===== src/hdl/mexp_pkg.sv =====
// mexp_pkg: shared types and constants for the modular exponentiation unit.
// No dependencies; imported by mexp_modmul and modular_exponentiation_unit.
package mexp_pkg;

  localparam int unsigned WordW     = 32;  // exponent, modulus, power
  localparam int unsigned BaseW     = 33;  // packed cipher value
  localparam int unsigned ProdW     = 2 * WordW;
  localparam int unsigned CfgIdxW   = 1;
  localparam int unsigned ExpWidthDefault = 32;

  localparam logic [WordW-1:0] ExpReset = 32'd1921821779;
  localparam logic [WordW-1:0] ModReset = 32'd4294434817;

  // configuration register indexes
  localparam logic [CfgIdxW-1:0] CfgExponent = 1'b0;
  localparam logic [CfgIdxW-1:0] CfgModulus  = 1'b1;

  // command to the shared multiply/reduce unit
  typedef struct packed {
    logic start;  // launch one operation
    logic raw;    // reduce the raw base instead of a product
  } mexp_cmd_t;

  typedef enum logic [0:0] {
    UnitIdle,
    UnitReduce
  } mexp_unit_e;

  typedef enum logic [2:0] {
    StIdle,
    StBase,
    StBit,
    StMulAcc,
    StSquare
  } mexp_state_e;

endpackage


===== src/hdl/mexp_modmul.sv =====
// mexp_modmul: shared modular multiplier, one 32x32 product then a
// bit-serial restoring reduction of 32 steps. Depends on mexp_pkg.
module mexp_modmul
  import mexp_pkg::*;
(
  input  logic                clk_i,
  input  logic                rst_ni,
  input  mexp_cmd_t           cmd_i,
  input  logic [WordW-1:0]    a_i,
  input  logic [WordW-1:0]    b_i,
  input  logic [WordW-1:0]    m_i,
  input  logic [BaseW-1:0]    raw_i,
  output logic                done_o,
  output logic [WordW-1:0]    res_o
);

  localparam int unsigned StepW = $clog2(WordW);

  mexp_unit_e       state_q, state_d;
  logic [StepW-1:0] cnt_q, cnt_d;
  logic             done_q, done_d;
  logic [ProdW-1:0] p_q;
  logic [ProdW-1:0] prod;
  logic [WordW:0]   t;
  logic [WordW+1:0] diff;
  logic [WordW-1:0] r_new;

  // p_q holds {remainder, unconsumed low bits}; high half starts below m
  assign prod  = a_i * b_i;
  assign t     = p_q[ProdW-1:WordW-1];
  assign diff  = {1'b0, t} - {2'b00, m_i};
  assign r_new = diff[WordW+1] ? t[WordW-1:0] : diff[WordW-1:0];

  always_comb begin
    state_d = state_q;
    cnt_d   = cnt_q;
    done_d  = 1'b0;
    unique case (state_q)
      UnitIdle: begin
        if (cmd_i.start) begin
          state_d = UnitReduce;
          cnt_d   = '0;
        end
      end
      UnitReduce: begin
        cnt_d = cnt_q + 1'b1;
        if (cnt_q == StepW'(WordW - 1)) begin
          state_d = UnitIdle;
          done_d  = 1'b1;
        end
      end
      default: state_d = UnitIdle;
    endcase
  end

  always_ff @(posedge clk_i or negedge rst_ni) begin
    if (!rst_ni) begin
      state_q <= UnitIdle;
      cnt_q   <= '0;
      done_q  <= 1'b0;
    end else begin
      state_q <= state_d;
      cnt_q   <= cnt_d;
      done_q  <= done_d;
    end
  end

  always_ff @(posedge clk_i) begin
    if (state_q == UnitIdle && cmd_i.start) begin
      p_q <= cmd_i.raw ? {{(ProdW-BaseW){1'b0}}, raw_i} : prod;
    end else if (state_q == UnitReduce) begin
      p_q <= {r_new, p_q[WordW-2:0], 1'b0};
    end
  end

  assign done_o = done_q;
  assign res_o  = p_q[ProdW-1:WordW];

endmodule


===== src/hdl/modular_exponentiation_unit.sv =====
// modular_exponentiation_unit: power = base ^ exponent mod modulus.
// Depends on mexp_pkg and mexp_modmul.
//
// Usage:
//   Command channel: drive base_i and raise start_i; the word is taken at a
//   rising edge where start_i is high and busy_o is low. busy_o stays high
//   until the result has been delivered.
//   Result channel: power_o is valid for exactly one cycle, marked by done_o.
//   The receiver cannot stall; it must take the word in that cycle.
//   Config port: cfg_we_i writes cfg_wdata_i to register cfg_idx_i
//   (0 exponent, 1 modulus) at the clock edge, no wait states. Only write
//   while busy_o is low. Only the low EXPONENT_WIDTH exponent bits are used.
//
// Timing:
//   One shared modular multiplier (a product load, then a bit-serial
//   reduction, result registered) does all the work. Base reduction
//   takes one unit pass, then each exponent bit costs a pass through
//   the StBit state plus a square and, on a one bit, a multiply; the
//   last bit skips its square.
//   A zero base or a modulus below two returns 0 the cycle after start.
//
// Reset: asynchronous, active low; restores the default key registers and
// returns the sequencer to idle. No clearing pass is needed.
module modular_exponentiation_unit
  import mexp_pkg::*;
#(
  parameter int unsigned EXPONENT_WIDTH = ExpWidthDefault
) (
  input  logic                clk_i,
  input  logic                rst_ni,
  input  logic                start_i,
  output logic                busy_o,
  input  logic [BaseW-1:0]    base_i,
  output logic                done_o,
  output logic [WordW-1:0]    power_o,
  input  logic                cfg_we_i,
  input  logic [CfgIdxW-1:0]  cfg_idx_i,
  input  logic [WordW-1:0]    cfg_wdata_i
);

  localparam int unsigned BitW = $clog2(EXPONENT_WIDTH);

  // config registers
  logic [EXPONENT_WIDTH-1:0] exp_q;
  logic [WordW-1:0]          mod_q;

  // sequencer state and working values
  mexp_state_e               state_q, state_d;
  logic [BitW-1:0]           bit_q;
  logic [EXPONENT_WIDTH-1:0] e_sh_q;   // exponent, shifted right per bit
  logic [WordW-1:0]          acc_q;    // running result
  logic [WordW-1:0]          sq_q;     // base^(2^k) mod m
  logic [WordW-1:0]          power_q;
  logic                      done_q;

  logic                      trivial;
  logic                      last_bit;
  logic                      finish;
  logic [WordW-1:0]          finish_val;
  logic                      use_acc;
  mexp_cmd_t                 cmd;
  logic                      unit_done;
  logic [WordW-1:0]          unit_res;

  // zero base, or modulus 0 or 1, always gives zero
  assign trivial  = (base_i == '0) || (mod_q[WordW-1:1] == '0);
  assign last_bit = (bit_q == BitW'(EXPONENT_WIDTH - 1));
  // multiply acc*sq on a one bit, else square sq*sq
  assign use_acc  = (state_q == StBit) && e_sh_q[0];

  always_comb begin
    state_d    = state_q;
    cmd        = '0;
    finish     = 1'b0;
    finish_val = acc_q;
    unique case (state_q)
      StIdle: begin
        if (start_i && !trivial) begin
          cmd.start = 1'b1;
          cmd.raw   = 1'b1;
          state_d   = StBase;
        end
      end
      StBase: begin
        if (unit_done) begin
          state_d = StBit;
        end
      end
      StBit: begin
        if (e_sh_q[0]) begin
          cmd.start = 1'b1;
          state_d   = StMulAcc;
        end else if (last_bit) begin
          // top bit clear: nothing left to multiply in
          finish  = 1'b1;
          state_d = StIdle;
        end else begin
          cmd.start = 1'b1;
          state_d   = StSquare;
        end
      end
      StMulAcc: begin
        if (unit_done) begin
          if (last_bit) begin
            finish     = 1'b1;
            finish_val = unit_res;
            state_d    = StIdle;
          end else begin
            cmd.start = 1'b1;
            state_d   = StSquare;
          end
        end
      end
      StSquare: begin
        if (unit_done) begin
          state_d = StBit;
        end
      end
      default: state_d = StIdle;
    endcase
  end

  always_ff @(posedge clk_i or negedge rst_ni) begin
    if (!rst_ni) begin
      state_q <= StIdle;
      bit_q   <= '0;
      done_q  <= 1'b0;
      exp_q   <= ExpReset[EXPONENT_WIDTH-1:0];
      mod_q   <= ModReset;
    end else begin
      state_q <= state_d;
      done_q  <= finish || (state_q == StIdle && start_i && trivial);
      if (state_q == StIdle) begin
        bit_q <= '0;
      end else if (state_q == StSquare && unit_done) begin
        bit_q <= bit_q + 1'b1;
      end
      if (cfg_we_i) begin
        if (cfg_idx_i == CfgExponent) begin
          exp_q <= cfg_wdata_i[EXPONENT_WIDTH-1:0];
        end else if (cfg_idx_i == CfgModulus) begin
          mod_q <= cfg_wdata_i;
        end
      end
    end
  end

  // working values: no reset needed
  always_ff @(posedge clk_i) begin
    if (state_q == StIdle && start_i) begin
      e_sh_q  <= exp_q;
      acc_q   <= WordW'(1);   // 1 mod m, m >= 2 on this path
    end
    if (state_q == StBase && unit_done) begin
      sq_q <= unit_res;
    end
    if (state_q == StMulAcc && unit_done) begin
      acc_q <= unit_res;
    end
    if (state_q == StSquare && unit_done) begin
      sq_q   <= unit_res;
      e_sh_q <= e_sh_q >> 1;
    end
    if (finish) begin
      power_q <= finish_val;
    end else if (state_q == StIdle && start_i && trivial) begin
      power_q <= '0;
    end
  end

  mexp_modmul u_modmul (
    .clk_i  (clk_i),
    .rst_ni (rst_ni),
    .cmd_i  (cmd),
    .a_i    (use_acc ? acc_q : sq_q),
    .b_i    (sq_q),
    .m_i    (mod_q),
    .raw_i  (base_i),
    .done_o (unit_done),
    .res_o  (unit_res)
  );

  assign busy_o  = (state_q != StIdle);
  assign done_o  = done_q;
  assign power_o = power_q;

endmodule

===== config.mk =====
export PLATFORM = sky130hd
export DESIGN_NAME = modular_exponentiation_unit
export DESIGN_NICKNAME = d
export VERILOG_FILES = /design/src/hdl/mexp_pkg.sv /design/src/hdl/mexp_modmul.sv /design/src/hdl/modular_exponentiation_unit.sv
export SDC_FILE = /design/constraint.sdc
export NUM_CORES = 2
export LEC_CHECK = 0
export BUFFER_PORTS_ARGS = -buffer_cell sky130_fd_sc_hd__buf_2
export CAP_MARGIN = 25
export CORE_MARGIN = 2
export CORE_UTILIZATION = 35
export DETAILED_ROUTE_END_ITERATION = 10
export GPL_ROUTABILITY_DRIVEN = 0
export PLACE_DENSITY_LB_ADDON = 0.3
export SLEW_MARGIN = 5
export SYNTH_ARGS = -nofsm -noshare
export SYNTH_HDL_FRONTEND = slang
export SYNTH_SLANG_ARGS = --single-unit

===== constraint.sdc =====
create_clock -name clk_i -period 8.8 [get_ports clk_i]
set_input_delay 0.44 -clock clk_i [delete_from_list [all_inputs] [get_ports clk_i]]
set_output_delay 0.44 -clock clk_i [all_outputs]
set_load 0.02 [all_outputs]

Word-level counts from Yosys, hierarchy flattened
Cells that the tools add are included.
Storage, ports and cells
  bits in registers: 272
  input bits: 70
  output and inout port bits: 34
  logic and storage cells: 96
Operators by class
  $add $sub $neg: 3
  multipliers: 1
  eq/ne operators: 10
  muxes and demuxes: 41
  bitwise gates (word level): 2
  reductions and logical operators: 25
Operators with widths (number)
  $mux 32: 11
  $mux 64: 3
  $mul 32x32->64: 1
  $mux 31: 2
  $sub 33x32->34: 1
  $logic_not 33->1: 1
  $logic_not 31->1: 1
  $mux 3: 5
  $mux 5: 3
  $pmux 3 s4: 1
  $reduce_bool 2->1: 6
  $mux 1: 11
  $add 5x1->5 const B: 2
  $eq 5x5->1 const B: 2
  $pmux 5 s2: 1
  $logic_and 1x1->1: 8
  $eq 3x2->1 const B: 2
  $ne 2x1->1 const B: 3
  $pmux 1 s2: 2
  $reduce_and 2->1: 2
  $eq 3x1->1 const B: 1
  $eq 3x3->1 const B: 1
  $logic_not 3->1: 1
  $pmux 1 s3: 1
  other kinds (8): 10

Depth between registers and ports, before layout
  depth in word-level cells: 8
  mapped depth: 34
  depth with buffers taken out: 29

Hierarchy
From an unflattened synthesis, not the netlist that was laid out.
Second synthesis, totals
  cells, all modules: 4882
  area, all modules: 47066.4 um2
By module, submodules not included
  mexp_modmul: instances 1, cells each 4306, area an instance 38667.1 um2, sequential area each 2097.0 um2
  modular_exponentiation_unit: instances 1, cells each 576, area an instance 8399.3 um2, sequential area each 5703.0 um2

Worst setup path after synthesis
OpenSTA, ideal clock, no wires.
  kind: register to register
  start: reg state_q[1]
  end: reg u_modmul.p_q[62] (data pin)
  setup time: 261 ps
  arrival: 8133 ps
  data required time: 8539 ps
  path slack: 406 ps
  stages on the path, launching flop included: 32
  buffers on the path: 4
  clock period less this slack: 8394 ps
  path through: dfrtp_1 clkbuf_1 nor2b_1 and2_1 clkbuf_1 buf_2 nand2_1 nand2_1 clkbuf_1 and2_1 fa_1 fa_1 inv_1 fa_1 fa_1 inv_1 fa_1 fa_1 fa_1 inv_1 fa_1 inv_1 ha_1 a21oi_4 o211ai_1 a31o_1 a21o_1 a311o_1 a31oi_4 o21ai_2 mux2i_1 a311o_1
Between the ends
  longest elaborated chain between the ends: 6
  elaborated cells between the ends (all ways): 11
  classes of those cells: 1 x mul; 2 x eq/ne; 5 x mux; 3 x reduce/logical
RTL lines
  start: declaration: line modular_exponentiation_unit.sv:48  | mexp_state_e state_q, state_d;
  start signal: assignment: line modular_exponentiation_unit.sv:125  | state_q <= StIdle;
  start signal: assignment: line modular_exponentiation_unit.sv:131  | state_q <= state_d;
  $eq 3x2->1: line modular_exponentiation_unit.sv:69, modular_exponentiation_unit.sv:76
  $logic_and 1x1->1: line modular_exponentiation_unit.sv:69  | assign use_acc = (state_q == StBit) && e_sh_q[0];
  $mux 32: line modular_exponentiation_unit.sv:175  | .a_i (use_acc ? acc_q : sq_q),
  $mul 32x32->64: line mexp_modmul.sv:29  | assign prod = a_i * b_i;
  $mux 64: line mexp_modmul.sv:70  | p_q <= cmd_i.raw ? {{(ProdW-BaseW){1'b0}}, raw_i} : prod;
  $mux 64 (*): line mexp_modmul.sv:69  | if (state_q == UnitIdle && cmd_i.start) begin
  end signal: assignment: line mexp_modmul.sv:70
  end signal: assignment: line mexp_modmul.sv:72  | p_q <= {r_new, p_q[WordW-2:0], 1'b0};
  end: declaration: line mexp_modmul.sv:22  | logic [ProdW-1:0] p_q;
Every way passes the cells marked *; elsewhere a longest branch is shown, timed or not.
A chain may end at the register's enable or synchronous reset.

Worst setup path in the final report
  start: reg state_q[2]
  end: reg u_modmul.p_q[62] (data pin)
The elaborated chain is that of the path after synthesis.

==> reports/metrics.cfg <==
[final_layout]
postLayoutCoreUtil_pct=38.56
area_delta_synth_final_pct=9.419
final_net_count=6224
final_common_cell=inv_1
layout_common_cells=899 x inv_1, 897 x fa_1, 730 x nand2_1
drive_above_1_share_pct=9.430

[yosys]
ys_warn_count=0
synth_edf_count=191
synth_nets=6212
synth_ff_type=edfxtp_1
async_reset_ff_share_pct=29.41
synth_seq_cells=272
synth-seq-area-share_pct=16.59
netlist.top_cell.by_area=fa_1
synth_cell_types=89
yosysTopAreaCellShare_pct=38.19
postSynthAreaPerCell_sq_um=9.508
synthCells=4946
yosys-top-cells-area=fa_1 38%, edfxtp_1 12%, and2_1 8.1%
syn_area_sq_um=47030

[clock_tree]
cts_tree=done
worstSkewPairLatency_ns=0.58
cts.clk_slew.worst_paths_ns=0.06
post_cts_buffers=0
numCtsBuffers=34
cts.htree.levels=2
cts-root-buf=clkbuf_16
clock_sinks=272
clk_path_buf_depth=3

[worst_setup_path]
rr_startpoint=state_q[2]
reg2reg_depth=29
crit_cells=29
crit_fanout=32
critPathCaptureType=register
path_class=reg -> reg
critPathMaxStageDelay_ns=0.64
cpMostUsedCell=fa_1
cp_num_buf_inv=6
required_ns=9.13
r2r_end=u_modmul.p_q[62]
r2r_slack_ns=0.27
endpoint=u_modmul.p_q[62]
startpoint=state_q[2]
crit_family=adder cells
start_kind=register
cp.arrival_ns=8.85
critPathSlowestCell=fa_1

[floorplanning]
num_io_pins=104
rows=134
core-area_sq_um=133500
die_width_um=370.6
die_y_um=370.6
die_area_sq_um=137300
initial_core_util_pct=35.24

[global_routing]
grt_pass1_wl_um=217700
antenna_found_initial=7
grt_max_degree=73
grt_pass1_vias=35880
grt_overflow=0
grt.total_usage_pct=20.54

[sta]
finalHoldViolCount=0
fin_crit_ns=8.527
fin_skew_ns=0.03478
tns_ns=0
finalCritPeriodShare_pct=96.89
slew_headroom_pct=36.61
rsz0062_at_grt=true
setup_violations=0
drv_slew=0
layout_setup_ws_ns=0.2734
worst_slew_pin_slew_ns=0.9486
maxClockFrequency_mhz=117.3

[detailed_routing]
drcViolationCount=0
viasPerCell=5.041
drtPass1Iterations=6
drt_iter0_drc=2605
avgRoutedWirePerCell_um=20.38
wirelength_um=137600
ant_nets=0
vias=34040

[pwr]
power_density_nw_per_um2=66.44
vdd_drop_max_mv=0.1775
p_leak_nw=23.92

[outcome]
outcome=finished clean

[place]
hpwlAfterDp_um=111600
port_buffers=103
preCtsSetupSlack_ns=0.1368

[worst_hold_path]
min_path_cells=2
hold_path_class=in -> reg

[job]
cap_violations=0

worst register-to-register path, delay by kind of cell (launching register included):
family / cells / cell delay, ns
buf+inv: 6 / 0.82
flops: 1 / 0.37
mux: 1 / 0.12
fa+ha+maj: 9 / 4.48
compound gates: 6 / 1.49
simple gates: 7 / 1.03
per-layer routing:
| metal | GRT usage, % | share of wire, % |
|---|---|---|
| met1 | 29.36 | 45 |
| met2 | 32.84 | 46 |
| met3 | 3.212 | 6.8 |
| met4 | 4.461 | 2.3 |
| met5 | 0 | 0.0094 |
cell usage after synthesis (26+ instances only):
library cell,number
nand4_1,29
mux2_2,64
xnor2_1,44
a22o_1,40
edfxtp_1,191
fa_1,897
nor2_1,112
ha_1,299
o22ai_1,26
nand2_1,738
a21o_1,35
xor2_1,39
o21a_1,40
dfrtp_1,46
dfstp_2,34
a21oi_1,152
and2_1,612
o21ai_0,98
inv_1,900
clkbuf_1,254
cell type report:
cell class	count	area, sq um
well taps	1768	2212
inverters	900	3378
fillers	13420	82000
diodes	1	2.502
multi-input cells	3496	34890
clock buffers	43	914.6
clock inverters	19	327.8
flip-flops and latches	272	7800
repair buffers	254	1934
cells by family after synthesis:
| logic type | count (synthesis) | share of synthesized area, % |
|---|---|---|
| AO/OA/AOI/OAI | 522 | 7.423 |
| XOR/XNOR | 83 | 1.546 |
| adder cells (fa/ha/maj) | 1196 | 46.14 |
| buffers and inverters | 1178 | 9.485 |
| flip-flops | 272 | 16.59 |
| multiplexers | 80 | 1.873 |
| AND/OR/NAND/NOR | 1615 | 16.95 |
what timing repair did:
item                                   4_1_cts  5_1_grt
setup endpoints to repair                    0       24
gates resized for setup                      0       32
hold buffers                                 1        0
endpoints found under the hold margin        8        0
state kept, by name, indices dropped and copies added (netlist names):
| signal | cells |
|---|---|
| u_modmul.p_q | 64 |
| acc_q | 32 |
| e_sh_q | 32 |
| exp_q | 32 |
| mod_q | 32 |
| power_o | 32 |
| sq_q | 32 |
| bit_q | 5 |
| u_modmul.cnt_q | 5 |
| state_q | 3 |
| done_o | 1 |
| u_modmul.done_o | 1 |
| u_modmul.state_q | 1 |
worst min-delay path by stage:
stage	startpoint	to	slack (ns)
floorplan	rst_ni	bit_q[0]	0.14
global placement	rst_ni	exp_q[26]	0.27
detailed placement	rst_ni	exp_q[26]	0.27
CTS	cfg_wdata_i[8]	exp_q[8]	0.10
global route	cfg_wdata_i[8]	exp_q[8]	0.13
finish	cfg_wdata_i[8]	exp_q[8]	0.13
per-stage QoR:
step / instances / power (W) / hold WS [ns] / instance area, sq um
floorplan: 4946 / 0.001764 / 0.1444 / 47030
detailed placement: 6688 / 0.001864 / 0.2690 / 50080
global route: 6752 / 0.003543 / 0.1278 / 51450
global placement: 6688 / 0.001858 / 0.2680 / 50080
finish: 6753 / 0.003419 / 0.1332 / 51460
CTS: 6751 / 0.003448 / 0.1016 / 51340
report_power, final:
group / switching (W) / internal [W]
logic: 0.000205 / 0.000172
clock network: 0.000616 / 0.000958
registers: 0.0000301 / 0.00144
total: 0.000851 / 0.00257
Note: power is estimated with default switching activity, not from simulation.
